[src/hw/rtl/http_request_header_parser_unit_macros.svh]
// Assertion helpers for the request parser.
`ifndef HTTP_REQUEST_HEADER_PARSER_UNIT_MACROS_SVH
`define HTTP_REQUEST_HEADER_PARSER_UNIT_MACROS_SVH
// Implication checked on every clock edge outside reset.
`define HRP_ASSERT_IMPL(label, ante, cons, msg) \
  label: assert property (@(posedge clk) disable iff (!rst_n) (ante) |-> (cons)) \
    else $error(msg);
// Implication whose consequent is checked in the cycle after the antecedent.
`define HRP_ASSERT_NEXT(label, ante, cons, msg) \
  label: assert property (@(posedge clk) disable iff (!rst_n) (ante) |=> (cons)) \
    else $error(msg);
`endif

[src/hw/rtl/hrp_pkg.sv]
package hrp_pkg;

  localparam int unsigned ByteW = 8;
  localparam int unsigned PosW = 16;
  localparam int unsigned OutLenW = 32;

  typedef enum logic [1:0] {
    ST_MORE = 2'd0,
    ST_BAD  = 2'd1,
    ST_OK   = 2'd2,
    ST_OVER = 2'd3
  } status_t;

  // One queued byte together with the front's classification.
  typedef struct packed {
    logic [ByteW-1:0] ch;
    logic             restart;
    logic             is_gap;
    logic             is_digit;
    logic             is_cr;
    logic             is_lf;
  } byte_item_t;

  localparam int unsigned ItemW = $bits(byte_item_t);

  function automatic logic [ByteW-1:0] to_lower(input logic [ByteW-1:0] c);
    if (c >= 8'h41 && c <= 8'h5A) begin
      return c + 8'd32;
    end
    return c;
  endfunction

  function automatic logic [ByteW-1:0] kw_get_chr(input logic [3:0] i);
    logic [ByteW-1:0] r;
    unique case (i)
      4'd0: r = "g";
      4'd1: r = "e";
      4'd2: r = "t";
      default: r = 8'h00;
    endcase
    return r;
  endfunction

  function automatic logic [ByteW-1:0] kw_ver_chr(input logic [3:0] i);
    logic [ByteW-1:0] r;
    unique case (i)
      4'd0: r = "h";
      4'd1: r = "t";
      4'd2: r = "t";
      4'd3: r = "p";
      4'd4: r = "/";
      4'd5: r = "1";
      4'd6: r = ".";
      4'd7: r = "1";
      default: r = 8'h00;
    endcase
    return r;
  endfunction

  function automatic logic [ByteW-1:0] kw_scheme_chr(input logic [3:0] i);
    logic [ByteW-1:0] r;
    unique case (i)
      4'd0: r = "h";
      4'd1: r = "t";
      4'd2: r = "t";
      4'd3: r = "p";
      4'd4: r = ":";
      4'd5: r = "/";
      4'd6: r = "/";
      default: r = 8'h00;
    endcase
    return r;
  endfunction

  function automatic logic [ByteW-1:0] kw_keep_chr(input logic [3:0] i);
    logic [ByteW-1:0] r;
    unique case (i)
      4'd0: r = "k";
      4'd1: r = "e";
      4'd2: r = "e";
      4'd3: r = "p";
      4'd4: r = "-";
      4'd5: r = "a";
      4'd6: r = "l";
      4'd7: r = "i";
      4'd8: r = "v";
      4'd9: r = "e";
      default: r = 8'h00;
    endcase
    return r;
  endfunction

  // Header name tables, kind 1 connection, 2 content-length, 3 host.
  function automatic logic [ByteW-1:0] hdr_chr(input logic [1:0] k, input logic [3:0] i);
    logic [ByteW-1:0] r;
    r = 8'h00;
    unique case (k)
      2'd1: begin
        unique case (i)
          4'd0: r = "c";  4'd1: r = "o";  4'd2: r = "n";  4'd3: r = "n";
          4'd4: r = "e";  4'd5: r = "c";  4'd6: r = "t";  4'd7: r = "i";
          4'd8: r = "o";  4'd9: r = "n";  4'd10: r = ":";
          default: r = 8'h00;
        endcase
      end
      2'd2: begin
        unique case (i)
          4'd0: r = "c";  4'd1: r = "o";  4'd2: r = "n";  4'd3: r = "t";
          4'd4: r = "e";  4'd5: r = "n";  4'd6: r = "t";  4'd7: r = "-";
          4'd8: r = "l";  4'd9: r = "e";  4'd10: r = "n"; 4'd11: r = "g";
          4'd12: r = "t"; 4'd13: r = "h"; 4'd14: r = ":";
          default: r = 8'h00;
        endcase
      end
      2'd3: begin
        unique case (i)
          4'd0: r = "h";  4'd1: r = "o";  4'd2: r = "s";  4'd3: r = "t";
          4'd4: r = ":";
          default: r = 8'h00;
        endcase
      end
      default: r = 8'h00;
    endcase
    return r;
  endfunction

  function automatic logic [4:0] hdr_len(input logic [1:0] k);
    logic [4:0] r;
    unique case (k)
      2'd1: r = 5'd11;
      2'd2: r = 5'd15;
      2'd3: r = 5'd5;
      default: r = 5'd0;
    endcase
    return r;
  endfunction

endpackage

[src/hw/rtl/hrp_front.sv]
module hrp_front
  import hrp_pkg::*;
(
  input  logic             clk,
  input  logic             rst_n,
  input  logic             in_valid,
  output logic             in_ready,
  input  logic [ByteW-1:0] in_ch,
  input  logic             in_restart,
  output logic             item_valid,
  input  logic             item_ready,
  output byte_item_t       item
);

  byte_item_t item_r;
  logic       item_valid_r;
  byte_item_t cls;

  always_comb begin
    cls.ch       = in_ch;
    cls.restart  = in_restart;
    cls.is_gap   = (in_ch == 8'h20) || (in_ch == 8'h09);
    cls.is_digit = (in_ch >= 8'h30) && (in_ch <= 8'h39);
    cls.is_cr    = (in_ch == 8'h0D);
    cls.is_lf    = (in_ch == 8'h0A);
  end

  assign in_ready   = !item_valid_r || item_ready;
  assign item_valid = item_valid_r;
  assign item       = item_r;

  always_ff @(posedge clk) begin
    if (!rst_n) begin
      item_valid_r <= 1'b0;
    end else if (in_ready) begin
      item_valid_r <= in_valid;
    end
    if (in_ready && in_valid) begin
      item_r <= cls;
    end
  end

endmodule

[src/hw/rtl/hrp_queue.sv]
module hrp_queue
  import hrp_pkg::*;
(
  input  logic       clk,
  input  logic       rst_n,
  input  logic       wr_valid,
  output logic       wr_ready,
  input  byte_item_t wr_item,
  output logic       rd_valid,
  input  logic       rd_ready,
  output byte_item_t rd_item
);

  // Two-entry queue; both slots read at fixed places.
  byte_item_t slot_r [2];
  logic       wp_r, rp_r;
  logic [1:0] cnt_r;
  logic       push, pop;

  assign wr_ready = (cnt_r != 2'd2);
  assign rd_valid = (cnt_r != 2'd0);
  assign rd_item  = rp_r ? slot_r[1] : slot_r[0];
  assign push     = wr_valid && wr_ready;
  assign pop      = rd_valid && rd_ready;

  always_ff @(posedge clk) begin
    if (!rst_n) begin
      wp_r  <= 1'b0;
      rp_r  <= 1'b0;
      cnt_r <= 2'd0;
    end else begin
      if (push) wp_r <= !wp_r;
      if (pop)  rp_r <= !rp_r;
      cnt_r <= cnt_r + {1'b0, push} - {1'b0, pop};
    end
    if (push) begin
      if (wp_r) slot_r[1] <= wr_item;
      else      slot_r[0] <= wr_item;
    end
  end

endmodule

[src/hw/rtl/hrp_back.sv]
module hrp_back
  import hrp_pkg::*;
#(
  parameter int unsigned REQUEST_BUFFER_BYTES = 2048,
  parameter int unsigned LENGTH_BITS = 32
) (
  input  logic                clk,
  input  logic                rst_n,
  input  logic [PosW-1:0]     max_bytes,
  input  logic                item_valid,
  output logic                item_ready,
  input  byte_item_t          item,
  output logic                res_valid,
  input  logic                res_ready,
  output logic [1:0]          res_status,
  output logic                res_keep,
  output logic [OutLenW-1:0]  res_length,
  output logic [PosW-1:0]     res_offset,
  output logic [PosW-1:0]     res_size
);

  typedef enum logic [3:0] {
    PH_METHOD, PH_GAP1, PH_PREFIX, PH_HOST, PH_PATH, PH_GAP2, PH_VERSION, PH_FAIL,
    PH_HNAME, PH_HSKIP, PH_CGAP, PH_CVAL, PH_LGAP, PH_LDIG, PH_BODY, PH_DONE
  } phase_t;

  localparam int unsigned LenW = LENGTH_BITS;
  localparam logic [LenW-1:0] LenLimit = (LENGTH_BITS >= 32) ?
      LenW'(64'hFFFF_FFFF) : {LenW{1'b1}};
  localparam logic [PosW-1:0] BufBytes = PosW'(REQUEST_BUFFER_BYTES);
  // Above this value times ten plus a digit may pass the limit.
  localparam logic [LenW-1:0] LenTen = LenLimit / 10;
  localparam logic [3:0] LenRem = 4'(LenLimit % 10);

  phase_t          ph_r, ph_nxt;
  logic [3:0]      mi_r, mi_nxt;
  logic [1:0]      hk_r, hk_nxt;
  logic            cr_r, cr_nxt;
  logic [PosW-1:0] seen_r, seen_nxt;
  logic [LenW-1:0] len_r, len_nxt;
  logic [LenW-1:0] rem_r, rem_nxt;
  logic            keep_r, keep_nxt;
  logic [PosW-1:0] ps_r, ps_nxt;
  logic [PosW-1:0] pz_r, pz_nxt;
  logic            res_valid_r;
  logic [1:0]      st_r;
  logic            kp_r;
  logic [LenW-1:0] lo_r;
  logic [PosW-1:0] of_r, sz_r;

  logic [PosW-1:0] limit;
  logic            take;
  logic [ByteW-1:0] c, lc;
  logic [LenW+3:0] len_x10;
  logic [3:0]      dig;
  logic [4:0]      hl;

  assign limit      = (max_bytes < BufBytes) ? max_bytes : BufBytes;
  assign item_ready = !res_valid_r || res_ready;
  assign take       = item_valid && item_ready;
  assign c          = item.ch;
  assign lc         = to_lower(item.ch);
  assign dig        = item.ch[3:0];
  assign len_x10    = {len_r, 3'b000} + {2'b00, len_r, 1'b0} + (LenW+4)'(dig);

  always_comb begin
    logic [3:0] k;
    ph_nxt   = ph_r;   mi_nxt = mi_r;   hk_nxt = hk_r;   cr_nxt = cr_r;
    seen_nxt = seen_r; len_nxt = len_r; rem_nxt = rem_r; keep_nxt = keep_r;
    ps_nxt   = ps_r;   pz_nxt = pz_r;
    hl = 5'd0;
    k  = 4'd0;
    if (item.restart) begin
      ph_nxt = PH_METHOD; mi_nxt = '0; hk_nxt = '0; cr_nxt = 1'b0; seen_nxt = '0;
      len_nxt = '0; rem_nxt = '0; keep_nxt = 1'b0; ps_nxt = '0; pz_nxt = '0;
    end
    if (ph_nxt != PH_DONE) begin
      if (seen_nxt >= limit) begin
        ph_nxt = PH_DONE; hk_nxt = ST_OVER;
      end else begin
        // Position of this byte is the count before it.
        ps_nxt = ps_nxt;
        priority if (ph_nxt == PH_BODY) begin
          rem_nxt = rem_nxt - 1'b1;
          if (rem_nxt == '0) begin ph_nxt = PH_DONE; hk_nxt = ST_OK; end
        end else if (cr_nxt) begin
          cr_nxt = 1'b0;
          if (!item.is_lf) begin
            ph_nxt = PH_DONE; hk_nxt = ST_BAD;
          end else begin
            unique case (ph_nxt)
              PH_VERSION: begin
                if (mi_nxt == 4'd8) begin ph_nxt = PH_HNAME; mi_nxt = '0; hk_nxt = '0; end
                else begin ph_nxt = PH_DONE; hk_nxt = ST_BAD; end
              end
              PH_METHOD, PH_GAP1, PH_PREFIX, PH_HOST, PH_PATH, PH_GAP2, PH_FAIL: begin
                ph_nxt = PH_DONE; hk_nxt = ST_BAD;
              end
              PH_HNAME: begin
                if (mi_nxt == '0) begin
                  if (len_nxt != '0) begin rem_nxt = len_nxt; ph_nxt = PH_BODY; end
                  else begin ph_nxt = PH_DONE; hk_nxt = ST_OK; end
                end else begin
                  ph_nxt = PH_HNAME; mi_nxt = '0; hk_nxt = '0;
                end
              end
              PH_CVAL: begin
                if (mi_nxt == 4'd10) keep_nxt = 1'b1;
                ph_nxt = PH_HNAME; mi_nxt = '0; hk_nxt = '0;
              end
              default: begin ph_nxt = PH_HNAME; mi_nxt = '0; hk_nxt = '0; end
            endcase
          end
        end else if (item.is_cr) begin
          cr_nxt = 1'b1;
        end else if (item.is_lf) begin
          ph_nxt = PH_DONE; hk_nxt = ST_BAD;
        end else begin
          unique case (ph_nxt)
            PH_METHOD: begin
              if (item.is_gap) ph_nxt = (mi_nxt == 4'd3) ? PH_GAP1 : PH_FAIL;
              else if (mi_nxt < 4'd3 && lc == kw_get_chr(mi_nxt)) mi_nxt = mi_nxt + 1'b1;
              else ph_nxt = PH_FAIL;
            end
            PH_GAP1: begin
              if (!item.is_gap) begin
                if (c == "/") begin ps_nxt = seen_r; pz_nxt = 16'd1; ph_nxt = PH_PATH; end
                else if (lc == "h") begin mi_nxt = 4'd1; ph_nxt = PH_PREFIX; end
                else ph_nxt = PH_FAIL;
              end
            end
            PH_PREFIX: begin
              if (mi_nxt < 4'd7 && lc == kw_scheme_chr(mi_nxt)) begin
                mi_nxt = mi_nxt + 1'b1;
                if (mi_nxt == 4'd7) ph_nxt = PH_HOST;
              end else ph_nxt = PH_FAIL;
            end
            PH_HOST: begin
              if (item.is_gap) ph_nxt = PH_FAIL;
              else if (c == "/") begin ps_nxt = seen_r; pz_nxt = 16'd1; ph_nxt = PH_PATH; end
            end
            PH_PATH: begin
              if (item.is_gap) ph_nxt = PH_GAP2;
              else if (pz_nxt != 16'hFFFF) pz_nxt = pz_nxt + 1'b1;
            end
            PH_GAP2, PH_VERSION: begin
              if (!(ph_nxt == PH_GAP2 && item.is_gap)) begin
                k = (ph_nxt == PH_GAP2) ? 4'd0 : mi_nxt;
                if (k < 4'd8 && lc == kw_ver_chr(k)) begin
                  mi_nxt = k + 1'b1; ph_nxt = PH_VERSION;
                end else begin
                  mi_nxt = k; ph_nxt = PH_FAIL;
                end
              end
            end
            PH_HNAME: begin
              if (mi_nxt == '0) begin
                if (lc == "c") begin hk_nxt = 2'd1; mi_nxt = 4'd1; end
                else if (lc == "h") begin hk_nxt = 2'd3; mi_nxt = 4'd1; end
                else ph_nxt = PH_HSKIP;
              end else begin
                if (hk_nxt == 2'd1 && mi_nxt == 4'd3 && lc == "t") hk_nxt = 2'd2;
                hl = hdr_len(hk_nxt);
                if ({1'b0, mi_nxt} < hl && lc == hdr_chr(hk_nxt, mi_nxt)) begin
                  mi_nxt = mi_nxt + 1'b1;
                  if ({1'b0, mi_nxt} == hl) begin
                    if (hk_nxt == 2'd1) begin ph_nxt = PH_CGAP; mi_nxt = '0; end
                    else if (hk_nxt == 2'd2) begin ph_nxt = PH_LGAP; len_nxt = '0; end
                    else ph_nxt = PH_HSKIP;
                  end
                end else ph_nxt = PH_HSKIP;
              end
            end
            PH_CGAP, PH_CVAL: begin
              if (!(ph_nxt == PH_CGAP && item.is_gap)) begin
                k = (ph_nxt == PH_CGAP) ? 4'd0 : mi_nxt;
                if (k < 4'd10 && lc == kw_keep_chr(k)) begin
                  mi_nxt = k + 1'b1; ph_nxt = PH_CVAL;
                end else begin
                  mi_nxt = k; ph_nxt = PH_HSKIP;
                end
              end
            end
            PH_LGAP, PH_LDIG: begin
              if (ph_nxt == PH_LGAP && (item.is_gap || c == 8'h0B || c == 8'h0C)) begin
                ph_nxt = PH_LGAP;
              end else if (ph_nxt == PH_LGAP && c == "+") begin
                ph_nxt = PH_LDIG;
              end else if (item.is_digit) begin
                ph_nxt = PH_LDIG;
                if (len_nxt > LenTen || (len_nxt == LenTen && dig > LenRem))
                  len_nxt = LenLimit;
                else len_nxt = len_x10[LenW-1:0];
              end else ph_nxt = PH_HSKIP;
            end
            default: ;
          endcase
        end
        seen_nxt = seen_r + 1'b1;
        if (item.restart) seen_nxt = 16'd1;
      end
    end
  end

  always_ff @(posedge clk) begin
    if (!rst_n) begin
      ph_r <= PH_METHOD; mi_r <= '0; hk_r <= '0; cr_r <= 1'b0; seen_r <= '0;
      len_r <= '0; rem_r <= '0; keep_r <= 1'b0; ps_r <= '0; pz_r <= '0;
      res_valid_r <= 1'b0;
    end else begin
      if (res_ready) res_valid_r <= 1'b0;
      if (take) begin
        ph_r <= ph_nxt; mi_r <= mi_nxt; hk_r <= hk_nxt; cr_r <= cr_nxt;
        seen_r <= seen_nxt; len_r <= len_nxt; rem_r <= rem_nxt; keep_r <= keep_nxt;
        ps_r <= ps_nxt; pz_r <= pz_nxt;
        res_valid_r <= 1'b1;
      end
    end
    if (take) begin
      st_r <= (ph_nxt == PH_DONE) ? hk_nxt : ST_MORE;
      kp_r <= keep_nxt;
      lo_r <= len_nxt;
      of_r <= ps_nxt;
      sz_r <= pz_nxt;
    end
  end

  assign res_valid  = res_valid_r;
  assign res_status = st_r;
  assign res_keep   = kp_r;
  assign res_length = OutLenW'(lo_r);
  assign res_offset = of_r;
  assign res_size   = sz_r;

endmodule

[src/hw/rtl/http_request_header_parser_unit.sv]
// Channel  Direction  Payload
// in_      slave      tdata rx_byte[7:0]; tuser restart
// out_     master     tdata status, keep_alive, body_length, url_offset, url_length
// cfg_     slave      data max_request_bytes[15:0]
//
// One byte per cycle is taken unless the result output stalls; the back-end state update
// sets it. An accepted input passes the front register, the queue and the result register
// before its result appears. Reset is synchronous, active low, and restores the 2048-byte
// limit. Either side may stall; the queue absorbs two items.
module http_request_header_parser_unit
  import hrp_pkg::*;
#(
  parameter int unsigned REQUEST_BUFFER_BYTES = 2048,
  parameter int unsigned LENGTH_BITS = 32
) (
  input  logic        clk,
  input  logic        rst_n,
  input  logic        s_axis_tvalid,
  output logic        s_axis_tready,
  input  logic [7:0]  s_axis_tdata,  // rx_byte[7:0]
  input  logic        s_axis_tuser,  // restart
  output logic        m_axis_tvalid,
  input  logic        m_axis_tready,
  // status[1:0], keep_alive[2], body_length[34:3], url_offset[50:35], url_length[66:51]
  output logic [71:0] m_axis_tdata,
  input  logic        cfg_valid,
  output logic        cfg_ready,
  input  logic [15:0] cfg_data
);

`include "http_request_header_parser_unit_macros.svh"

  logic [PosW-1:0] max_r;
  logic            fv, fr, qv, qr;
  byte_item_t      fi, qi;
  logic [1:0]          st;
  logic                kp;
  logic [OutLenW-1:0]  bl;
  logic [PosW-1:0]     uo, ul;

  assign cfg_ready = 1'b1;
  always_ff @(posedge clk) begin
    if (!rst_n) max_r <= 16'd2048;
    else if (cfg_valid) max_r <= cfg_data;
  end

  hrp_front u_front (
    .clk, .rst_n, .in_valid(s_axis_tvalid), .in_ready(s_axis_tready),
    .in_ch(s_axis_tdata), .in_restart(s_axis_tuser),
    .item_valid(fv), .item_ready(fr), .item(fi)
  );

  hrp_queue u_queue (
    .clk, .rst_n, .wr_valid(fv), .wr_ready(fr), .wr_item(fi),
    .rd_valid(qv), .rd_ready(qr), .rd_item(qi)
  );

  hrp_back #(.REQUEST_BUFFER_BYTES(REQUEST_BUFFER_BYTES), .LENGTH_BITS(LENGTH_BITS)) u_back (
    .clk, .rst_n, .max_bytes(max_r), .item_valid(qv), .item_ready(qr), .item(qi),
    .res_valid(m_axis_tvalid), .res_ready(m_axis_tready), .res_status(st),
    .res_keep(kp), .res_length(bl), .res_offset(uo), .res_size(ul)
  );

  assign m_axis_tdata = {5'd0, ul, uo, bl, kp, st};

  `HRP_ASSERT_NEXT(a_out_holds, m_axis_tvalid && !m_axis_tready,
      m_axis_tvalid && $stable(m_axis_tdata), "result changed while stalled")
  `HRP_ASSERT_IMPL(a_pad_zero, m_axis_tvalid, m_axis_tdata[71:67] == 5'd0,
      "tdata padding not zero")
  `HRP_ASSERT_IMPL(a_url_len, m_axis_tvalid && m_axis_tdata[66:51] == 16'd0,
      m_axis_tdata[50:35] == 16'd0, "url offset set without a path")

endmodule
[config.mk]
export PLATFORM = sky130hd
export DESIGN_NAME = http_request_header_parser_unit
export DESIGN_NICKNAME = d
export VERILOG_FILES = /design/src/hw/rtl/hrp_pkg.sv /design/src/hw/rtl/hrp_front.sv /design/src/hw/rtl/hrp_queue.sv /design/src/hw/rtl/hrp_back.sv /design/src/hw/rtl/http_request_header_parser_unit.sv
export VERILOG_INCLUDE_DIRS = /design/src /design/src/hw/rtl
export SDC_FILE = /design/constraint.sdc
export NUM_CORES = 1
export LEC_CHECK = 0
export BUFFER_PORTS_ARGS = -buffer_cell sky130_fd_sc_hd__buf_2
export CORE_UTILIZATION = 63
export CTS_CLUSTER_DIAMETER = 50
export CTS_CLUSTER_SIZE = 10
export DETAILED_ROUTE_END_ITERATION = 8
export PLACE_DENSITY = 0.82
export RECOVER_POWER = 100
export SKIP_LAST_GASP = 1
export SLEW_MARGIN = 25
export SYNTH_ARGS = -nofsm -noshare
export SYNTH_HDL_FRONTEND = slang
export SYNTH_SLANG_ARGS = --single-unit
[constraint.sdc]
create_clock -name clk -period 7.6 [get_ports clk]
set_input_delay 0.38 -clock clk [delete_from_list [all_inputs] [get_ports clk]]
set_output_delay 0.38 -clock clk [all_outputs]
set_load 0.01 [all_outputs]
After elaboration in Yosys (flattened, before gate mapping)
Memory sizes are Yosys's and may differ from the RTL's. Index checks and enable logic that the tools add are counted.

Bits in writable memories: 26. Output and inout port bits: 75. Logic and storage cells: 374. ROM bits: 384. Register bits after elaboration: 226. Memories: 5. Bits of input ports: 30.

Memories: (name not given) (words 16, bits a word 7, rd ports 1, clocked after memory_dff 0, write ports 0, RTL line hrp_pkg.sv:99) `unique case (i)`; (name not given) (words 16, bits a word 7, rd ports 1, clocked after memory_dff 0, write ports 0, RTL line hrp_pkg.sv:107) `unique case (i)`; (name not given) (words 16, bits a word 7, rd ports 1, clocked after memory_dff 0, write ports 0, RTL line hrp_pkg.sv:77) `unique case (i)`; (name not given) (words 8, bits a word 6, rd ports 1, clocked after memory_dff 0, write ports 0, RTL line hrp_pkg.sv:46) `unique case (i)`; u_queue.slot_r (words 2, bits a word 13, rd ports 2, clocked after memory_dff 0, write ports 1, RTL line hrp_queue.sv:15) `byte_item_t slot_r [2];`.

Add/subtract/negate cells: 11. Equal/unequal tests: 48. Reductions and logical operators: 41. Order comparisons: 13. Multiplexer cells: 229.

Operators with widths (count): 32-bit 2-to-1 mux (25); 16-bit 2-to-1 mux (26); 8-bit 2-to-1 mux (42); 4-bit 2-to-1 mux (55); 32-bit case mux with 2 select lines (1); 2-bit 2-to-1 mux (25); 8-bit by 4-bit equality test with 1-bit output (second input constant) (5); 8-bit equality test (5); 5-bit 2-to-1 mux (8); 4-bit equality test (second input constant) (9); 4-bit case mux with 3 select lines (3); 4-bit case mux with 9 select lines (1); 7-bit case mux with 5 select lines (1); 16-bit by 1-bit adder with 16-bit output (second input constant) (2); 32-bit adder (1); 32-bit by 4-bit adder with 32-bit output (1); 32-bit by 29-bit equality test with 1-bit output (second input constant) (1); 4-bit by 3-bit equality test with 1-bit output (second input constant) (8); 32-bit by 29-bit > comparator with 1-bit output (second input constant) (1); 32-bit logical NOT (1); 16-bit case mux with 2 select lines (1); 32-bit nonzero test (1); 32-bit by 1-bit subtractor with 32-bit output (second input constant) (1); 1-bit 2-to-1 mux (28); 40 further kinds (90).

Longest topological paths before layout
An unclocked memory read counts as a cell.

Depth after elaboration: 39. Mapped depth: 31. Gate-level depth less buffers: 20.

Hierarchy
Synthesis repeated with hierarchy kept, for this count alone.

Cell total of the unflattened synthesis: 2377. Area total of the unflattened synthesis: 19469.9 um^2.

Modules (own cells, without submodules): hrp_back (sequential area each 4514.3 um^2, instances 1, area each 17103.9 um^2, cells each 2219); hrp_queue (sequential area each 860.8 um^2, instances 1, area each 1174.9 um^2, cells each 68); http_request_header_parser_unit (sequential area each 320.3 um^2, instances 1, area each 673.1 um^2, cells each 60); hrp_front (sequential area each 410.4 um^2, instances 1, area each 518.0 um^2, cells each 30).

Least setup slack after synthesis
No wires, ideal clock.

Path type: register -> register. Start point: reg u_queue.rp_r. End point: reg u_back.lo_r[10] (netlist: u_back.res_length[10]) (data pin). Data required time: 7.346 ns. Cell stages (with the launch flop): 32. Arrival time: 6.380 ns. Path buffers: 11. Setup slack: 0.966 ns. Clock period less this slack: 6.634 ns. Library setup time: 0.254 ns. Path through: dfxtp_1 buf_6 buf_6 mux2i_2 buf_4 buf_6 buf_6 buf_2 buf_1 buf_1 nand2_1 inv_1 ha_1 clkbuf_1 o21ai_0 nor4_1 a31oi_1 inv_1 ha_1 ha_1 nor2b_1 o21ai_0 nand2b_1 a211oi_1 o211ai_1 nor4_2 and4_1 buf_2 o21ai_2 and2_1 clkbuf_1 a21o_1.

Longest elaborated chain between the ends: 37. Elaborated cells on any way between the ends: 97. Those cells by class: 3 x add/sub; 6 x order compare; 20 x eq/ne; 54 x mux; 12 x reduce/logical; 2 x memory.

Ends and longest elaborated chain: start, declared (RTL line hrp_queue.sv:16) `logic wp_r, rp_r;`; start signal, assigned (RTL line hrp_queue.sv:33) `if (pop) rp_r <= !rp_r;`; 13-bit 2-to-1 mux * (RTL line hrp_queue.sv:22) `assign rd_item = rp_r ? slot_r[1] : slot_r[0];`; 8-bit by 7-bit greater-or-equal comparator with 1-bit output or 8-bit by 7-bit less-or-equal comparator with 1-bit output (tied branches) (RTL line hrp_pkg.sv:27) `if (c >= 8'h41 && c <= 8'h5A) begin`; 1-bit logical AND (RTL line hrp_pkg.sv:27); 1-bit 2-to-1 mux (RTL line hrp_pkg.sv:27); 8-bit 2-to-1 mux (RTL line hrp_pkg.sv:30) `return c;`; 8-bit by 7-bit equality test with 1-bit output (RTL line hrp_back.sv:162) `if (hk_nxt == 2'd1 && mi_nxt == 4'd3 && lc == "t") hk_nxt = 2'd2;`; 1-bit logical AND (RTL line hrp_back.sv:162); 2-bit 2-to-1 mux (RTL line hrp_back.sv:162); [22 not listed]; 32-bit case mux with 2 select lines (RTL line hrp_back.sv:119) `unique case (ph_nxt)`; 32-bit 2-to-1 mux (RTL line hrp_back.sv:116) `end else if (item.is_lf) begin`; 32-bit 2-to-1 mux (RTL line hrp_back.sv:114) `end else if (item.is_cr) begin`; 32-bit 2-to-1 mux (RTL line hrp_back.sv:86) `end else if (cr_nxt) begin`; 32-bit 2-to-1 mux (RTL line hrp_back.sv:83) `priority if (ph_nxt == PH_BODY) begin`; 32-bit 2-to-1 mux (RTL line hrp_back.sv:78) `if (seen_nxt >= limit) begin`; 32-bit 2-to-1 mux * (RTL line hrp_back.sv:77) `if (ph_nxt != PH_DONE) begin`; net u_back.len_nxt[10] (RTL line hrp_back.sv:40) `logic [LenW-1:0] len_r, len_nxt;`; end signal, assigned (RTL line hrp_back.sv:222) `lo_r <= len_nxt;`; end, declared (RTL line hrp_back.sv:48) `logic [LenW-1:0] lo_r;`.

The timed path passes the listed nets; every way through them passes the cells marked *. The select of a mux whose other input is x is not followed. A chain may end at the register's enable or synchronous reset.

==> flow_summary.yaml <==
drt:
  wirelength_um: 68000
  drt-vias-per-instance: 7.10
  routed_length_per_instance_um: 23.8
  via_count: 20200
  drtIter0Drc: 2799
  drc: 0
  firstDrtPassIters: 7
  ant_nets: 0
setup_path:
  cp.required_ns: 8.07
  cp_data_arrival_time_ns: 7.62
  critPathMaxStageDelay_ns: 1.06
  critical_path.startpoint_type: "flip-flop"
  worst_path_dominant_cell_family: "simple AND/OR/NAND/NOR gates"
  critPathBufInv: 3
  worstPathMaxFanout: 60
  timing.setup.critical_path_class: "flip-flop to flip-flop"
  r2r.worst_path.cells: 16
  critical_path.reg2reg.startpoint: "u_queue.slot_r[0][4]$_DFFE_PP_"
  ff2ff_setup_slack_ns: 0.45
  critical_path.cell_chain: "mux2i_4, buf_4, buf_4, and2_0, ha_1, o21ai_0, a2111oi_0, a2111o_1, a211oi_2, clkbuf_1, nand4_1, nor2_1, nand2_1, a211oi_1, o21ai_0, a21oi_1"
  worst_r2r_endpoint: "u_back.len_r[25]$_SDFFE_PN0P_"
  crit_end_category: "flip-flop"
  worst_path_max_delay_cell: "sky130_fd_sc_hd__nand4_1"
grt:
  antenna_found_initial: 0
  gr-usage-all-layers_pct: 42.8
  global_route.peak_usage_layer: "met2"
  global_route.usage.met3_pct: 8.55
  pin_count_of_the_biggest_net_entering_global_routing: 72
  global_route_wire_length_before_repair_um: 104000
  vias_in_the_first_global_route: 18700
  grtUsageMet2_pct: 67.9
  grt_remaining_overflow: 0
  grtUsageMet1_pct: 54.6
min_path:
  holdCritStartpoint: "s_axis_tuser"
  timing.hold.worst.class: "primary input to flip-flop"
  timing.hold.worst_endpoint: "u_front.item[4]$_DFFE_PP_"
  min_path_cells: 1
synth:
  ys_seq_elements: 252
  netlist.top_cell.by_area: "sky130_fd_sc_hd__edfxtp_1"
  synthesis.yosys.warnings: 0
  synth-edff-count: 106
  syn_inst: 2403
  synth_area_leaders: "sky130_fd_sc_hd__edfxtp_1 (17%), sky130_fd_sc_hd__dfxtp_1 (15%), sky130_fd_sc_hd__ha_1 (6.7%), sky130_fd_sc_hd__nand2_1 (5.4%), sky130_fd_sc_hd__nor2_1 (5.0%)"
  synth_sequential_area_ratio_pct: 32.2
  yosys_most_used_dff: "sky130_fd_sc_hd__dfxtp_1"
  post_synth.cell_area_avg_um2: 7.90
  share_of_async_settable_or_async_resettable_flops_after_synthesis_pct: 0
  cell_area_after_synthesis_mm2: 0.0190
  number_of_different_library_cells_in_the_post_synthesis_netlist: 98
  yosysTopAreaCellShare_pct: 16.8
layout:
  n_antenna_cell: 0
  drive_gt1_share_pct: 6.83
  nNetsFinal: 2568
  flow.area_growth_from_synthesis_pct: 9.22
  layoutNonFillerInstCount: 2850
placed_design:
  place.detailed.instances: 2785
  place_hpwl_um: 47700
  portBuffers: 98
  finalWeightedCongestion: 1.01
cts:
  path_clk_slew_ns: 0.06
  post_cts_buffers: 0
  clock-root-buffer: "sky130_fd_sc_hd__clkbuf_16"
  cts_buf_count: 37
  clock_insertion_delay_worst_skew_ns: 0.55
  cts_tree: "built"
  cts_resized: 0
  cts_htree_levels: 2
  holdBufCountCts: 0
  cts.path.max_buffers: 3
  clock_sink_count: 252
sta:
  crit_share_post_route_pct: 94.0
  timing.final.hold_violations: 0
  finalSetupTns_ns: 0
  slew_headroom_pct: -106
  slew_violations: 280
  period_minus_slack_ns: 7.15
  rsz_0062_raised_after_global_routing: "no"
  setup_violations: 0
  clock_skew_ns: 0.0309
  tightestPinTransition_ns: 3.08
  maxClockFrequency_ghz: 0.140
floorplanning:
  die_area_mm2: 0.0308
  placement_rows: 63
  ios: 105
  floorplan.initialDensity_pct: 64.0
  coreArea_mm2: 0.0296
  die_h_um: 176
  die_w_um: 176
run_status:
  status: "finished, violations left"
  failed_checks: "capacitance limit, slew limit"
pwr:
  vdd_drop_max_mv: 0.230
  switchingPower_mw: 2.70
  p_sw_share_pct: 43.8
  comb_power_share_pct: 41.1
  leakage_nw: 7.73
  p_int_mw: 3.45
  share_seq_of_total_power_pct: 32.1
  clock_power_share_pct: 26.9
  power-per-cell-area_mw_per_mm2: 297
flow_run:
  cap_viol_max_count: 8
==> final cells by class <==
cell class / count / area [µm²]
Multi-Input combinational cell: 1940 / 12000
Timing Repair Buffer: 140 / 676
Inverter: 63 / 239
Clock inverter: 14 / 174
Fill cell: 2442 / 8910
Tap cell: 390 / 488
Sequential cell: 252 / 6110
Clock buffer: 51 / 998
==> worst register-to-register path: cells and delay by family, from the launching register on <==
| family | cells | cell delay [ns] |
|---|---|---|
| multiplexers | 1 | 0.23 |
| buffers and inverters | 3 | 1.83 |
| adder cells (fa/ha/maj) | 1 | 0.24 |
| AO/OA/AOI/OAI | 7 | 1.78 |
| flip-flops | 1 | 0.44 |
| AND/OR/NAND/NOR | 4 | 2.56 |
==> layout by cell type (no fill, tap or decap), drive strengths merged, types with 51 or more instances in the layout <==
cell type  netlist  layout
nand2          275     275
nor3            98      98
nor2           255     255
o21ai          177     177
buf             39      51
ha             102     102
a21oi          161     161
edfxtp         106     106
dfxtp          146     146
inv             60      64
nand3           88      88
clkbuf         117     139
==> sequential cells by signal (all words and copies together) (netlist names), 2 cells and up <==
register and flops:
u_back.res_status 2, max_r 16, u_back.len_r 32, u_back.hk_r 2
u_back.rem_r 32, u_back.ph_r 4, u_front.item 13, u_queue.cnt_r 2
u_back.pz_r 16, u_back.ps_r 16, u_back.seen_r 16, u_back.res_length 32
u_back.res_size 16, u_back.res_offset 16, u_back.mi_r 4, u_queue.slot_r 26
==> power by group through the flow <==
stage	clock, mW	combinational [mW]	sequential, mW
CTS	1.65	2.48	1.94
global placement	0	2.41	1.96
detailed placement	0	2.46	1.96
floorplan	0	1.64	1.95
global route	1.71	2.70	1.99
finish	1.65	2.53	1.97
==> stage by stage <==
step	worst slack, ns	cell area [µm²]	power, mW	hold WS, ns	util (%)
final	0.453	20700	6.15	0.0215	69.9
after floorplan	0.966	19000	3.59	0.421	-
after global placement	1.28	19700	4.37	0.424	66.4
after CTS	1.03	20900	6.07	0.0177	70.4
after global routing	0.281	20700	6.39	0.0258	69.9
after detailed placement	1.09	19700	4.42	0.431	66.5
==> logic make-up after synthesis <==
group | Yosys count | synth area share [%]
compound gates | 712 | 24.8
buf+inv | 219 | 4.73
mux | 52 | 2.82
xor+xnor | 67 | 3.09
fa+ha+maj | 104 | 6.94
flops | 252 | 32.2
simple gates | 995 | 25.4
other cells | 2 | 0.0396
==> worst max path at each step <==
stage	cells past startpoint	slack, ns	start	endpoint
3_5_place_dp	19	1.09	u_queue.rp_r$_SDFFE_PN0P_	u_back.res_length[8]$_DFFE_PP_
2_1_floorplan	31	0.97	u_queue.rp_r$_SDFFE_PN0P_	u_back.res_length[10]$_DFFE_PP_
4_1_cts	19	1.03	u_queue.rp_r$_SDFFE_PN0P_	u_back.res_length[14]$_DFFE_PP_
3_3_place_gp	19	1.28	u_queue.rp_r$_SDFFE_PN0P_	u_back.res_length[2]$_DFFE_PP_
6_report	16	0.45	u_queue.slot_r[0][4]$_DFFE_PP_	u_back.len_r[25]$_SDFFE_PN0P_
5_1_grt	19	0.28	u_queue.rp_r$_SDFFE_PN0P_	u_back.res_length[14]$_DFFE_PP_
==> routing by layer <==
metal  up-vias  share of wire (%)
met5         -                  0
met4         0                6.1
met3       280                 12
met2      1468                 45
met1      9445                 38
li1       9042                  -
==> Yosys cell counts, types with 48 or more instances <==
cell	instances
sky130_fd_sc_hd__dfxtp_1	146
sky130_fd_sc_hd__inv_1	57
sky130_fd_sc_hd__edfxtp_1	106
sky130_fd_sc_hd__a31oi_1	48
sky130_fd_sc_hd__nand3_1	88
sky130_fd_sc_hd__o21ai_0	172
sky130_fd_sc_hd__a21oi_1	161
sky130_fd_sc_hd__nor2_1	255
sky130_fd_sc_hd__ha_1	102
sky130_fd_sc_hd__nor3_1	98
sky130_fd_sc_hd__nand2_1	274
sky130_fd_sc_hd__clkbuf_1	117
Power figures use the tool's default switching activity.
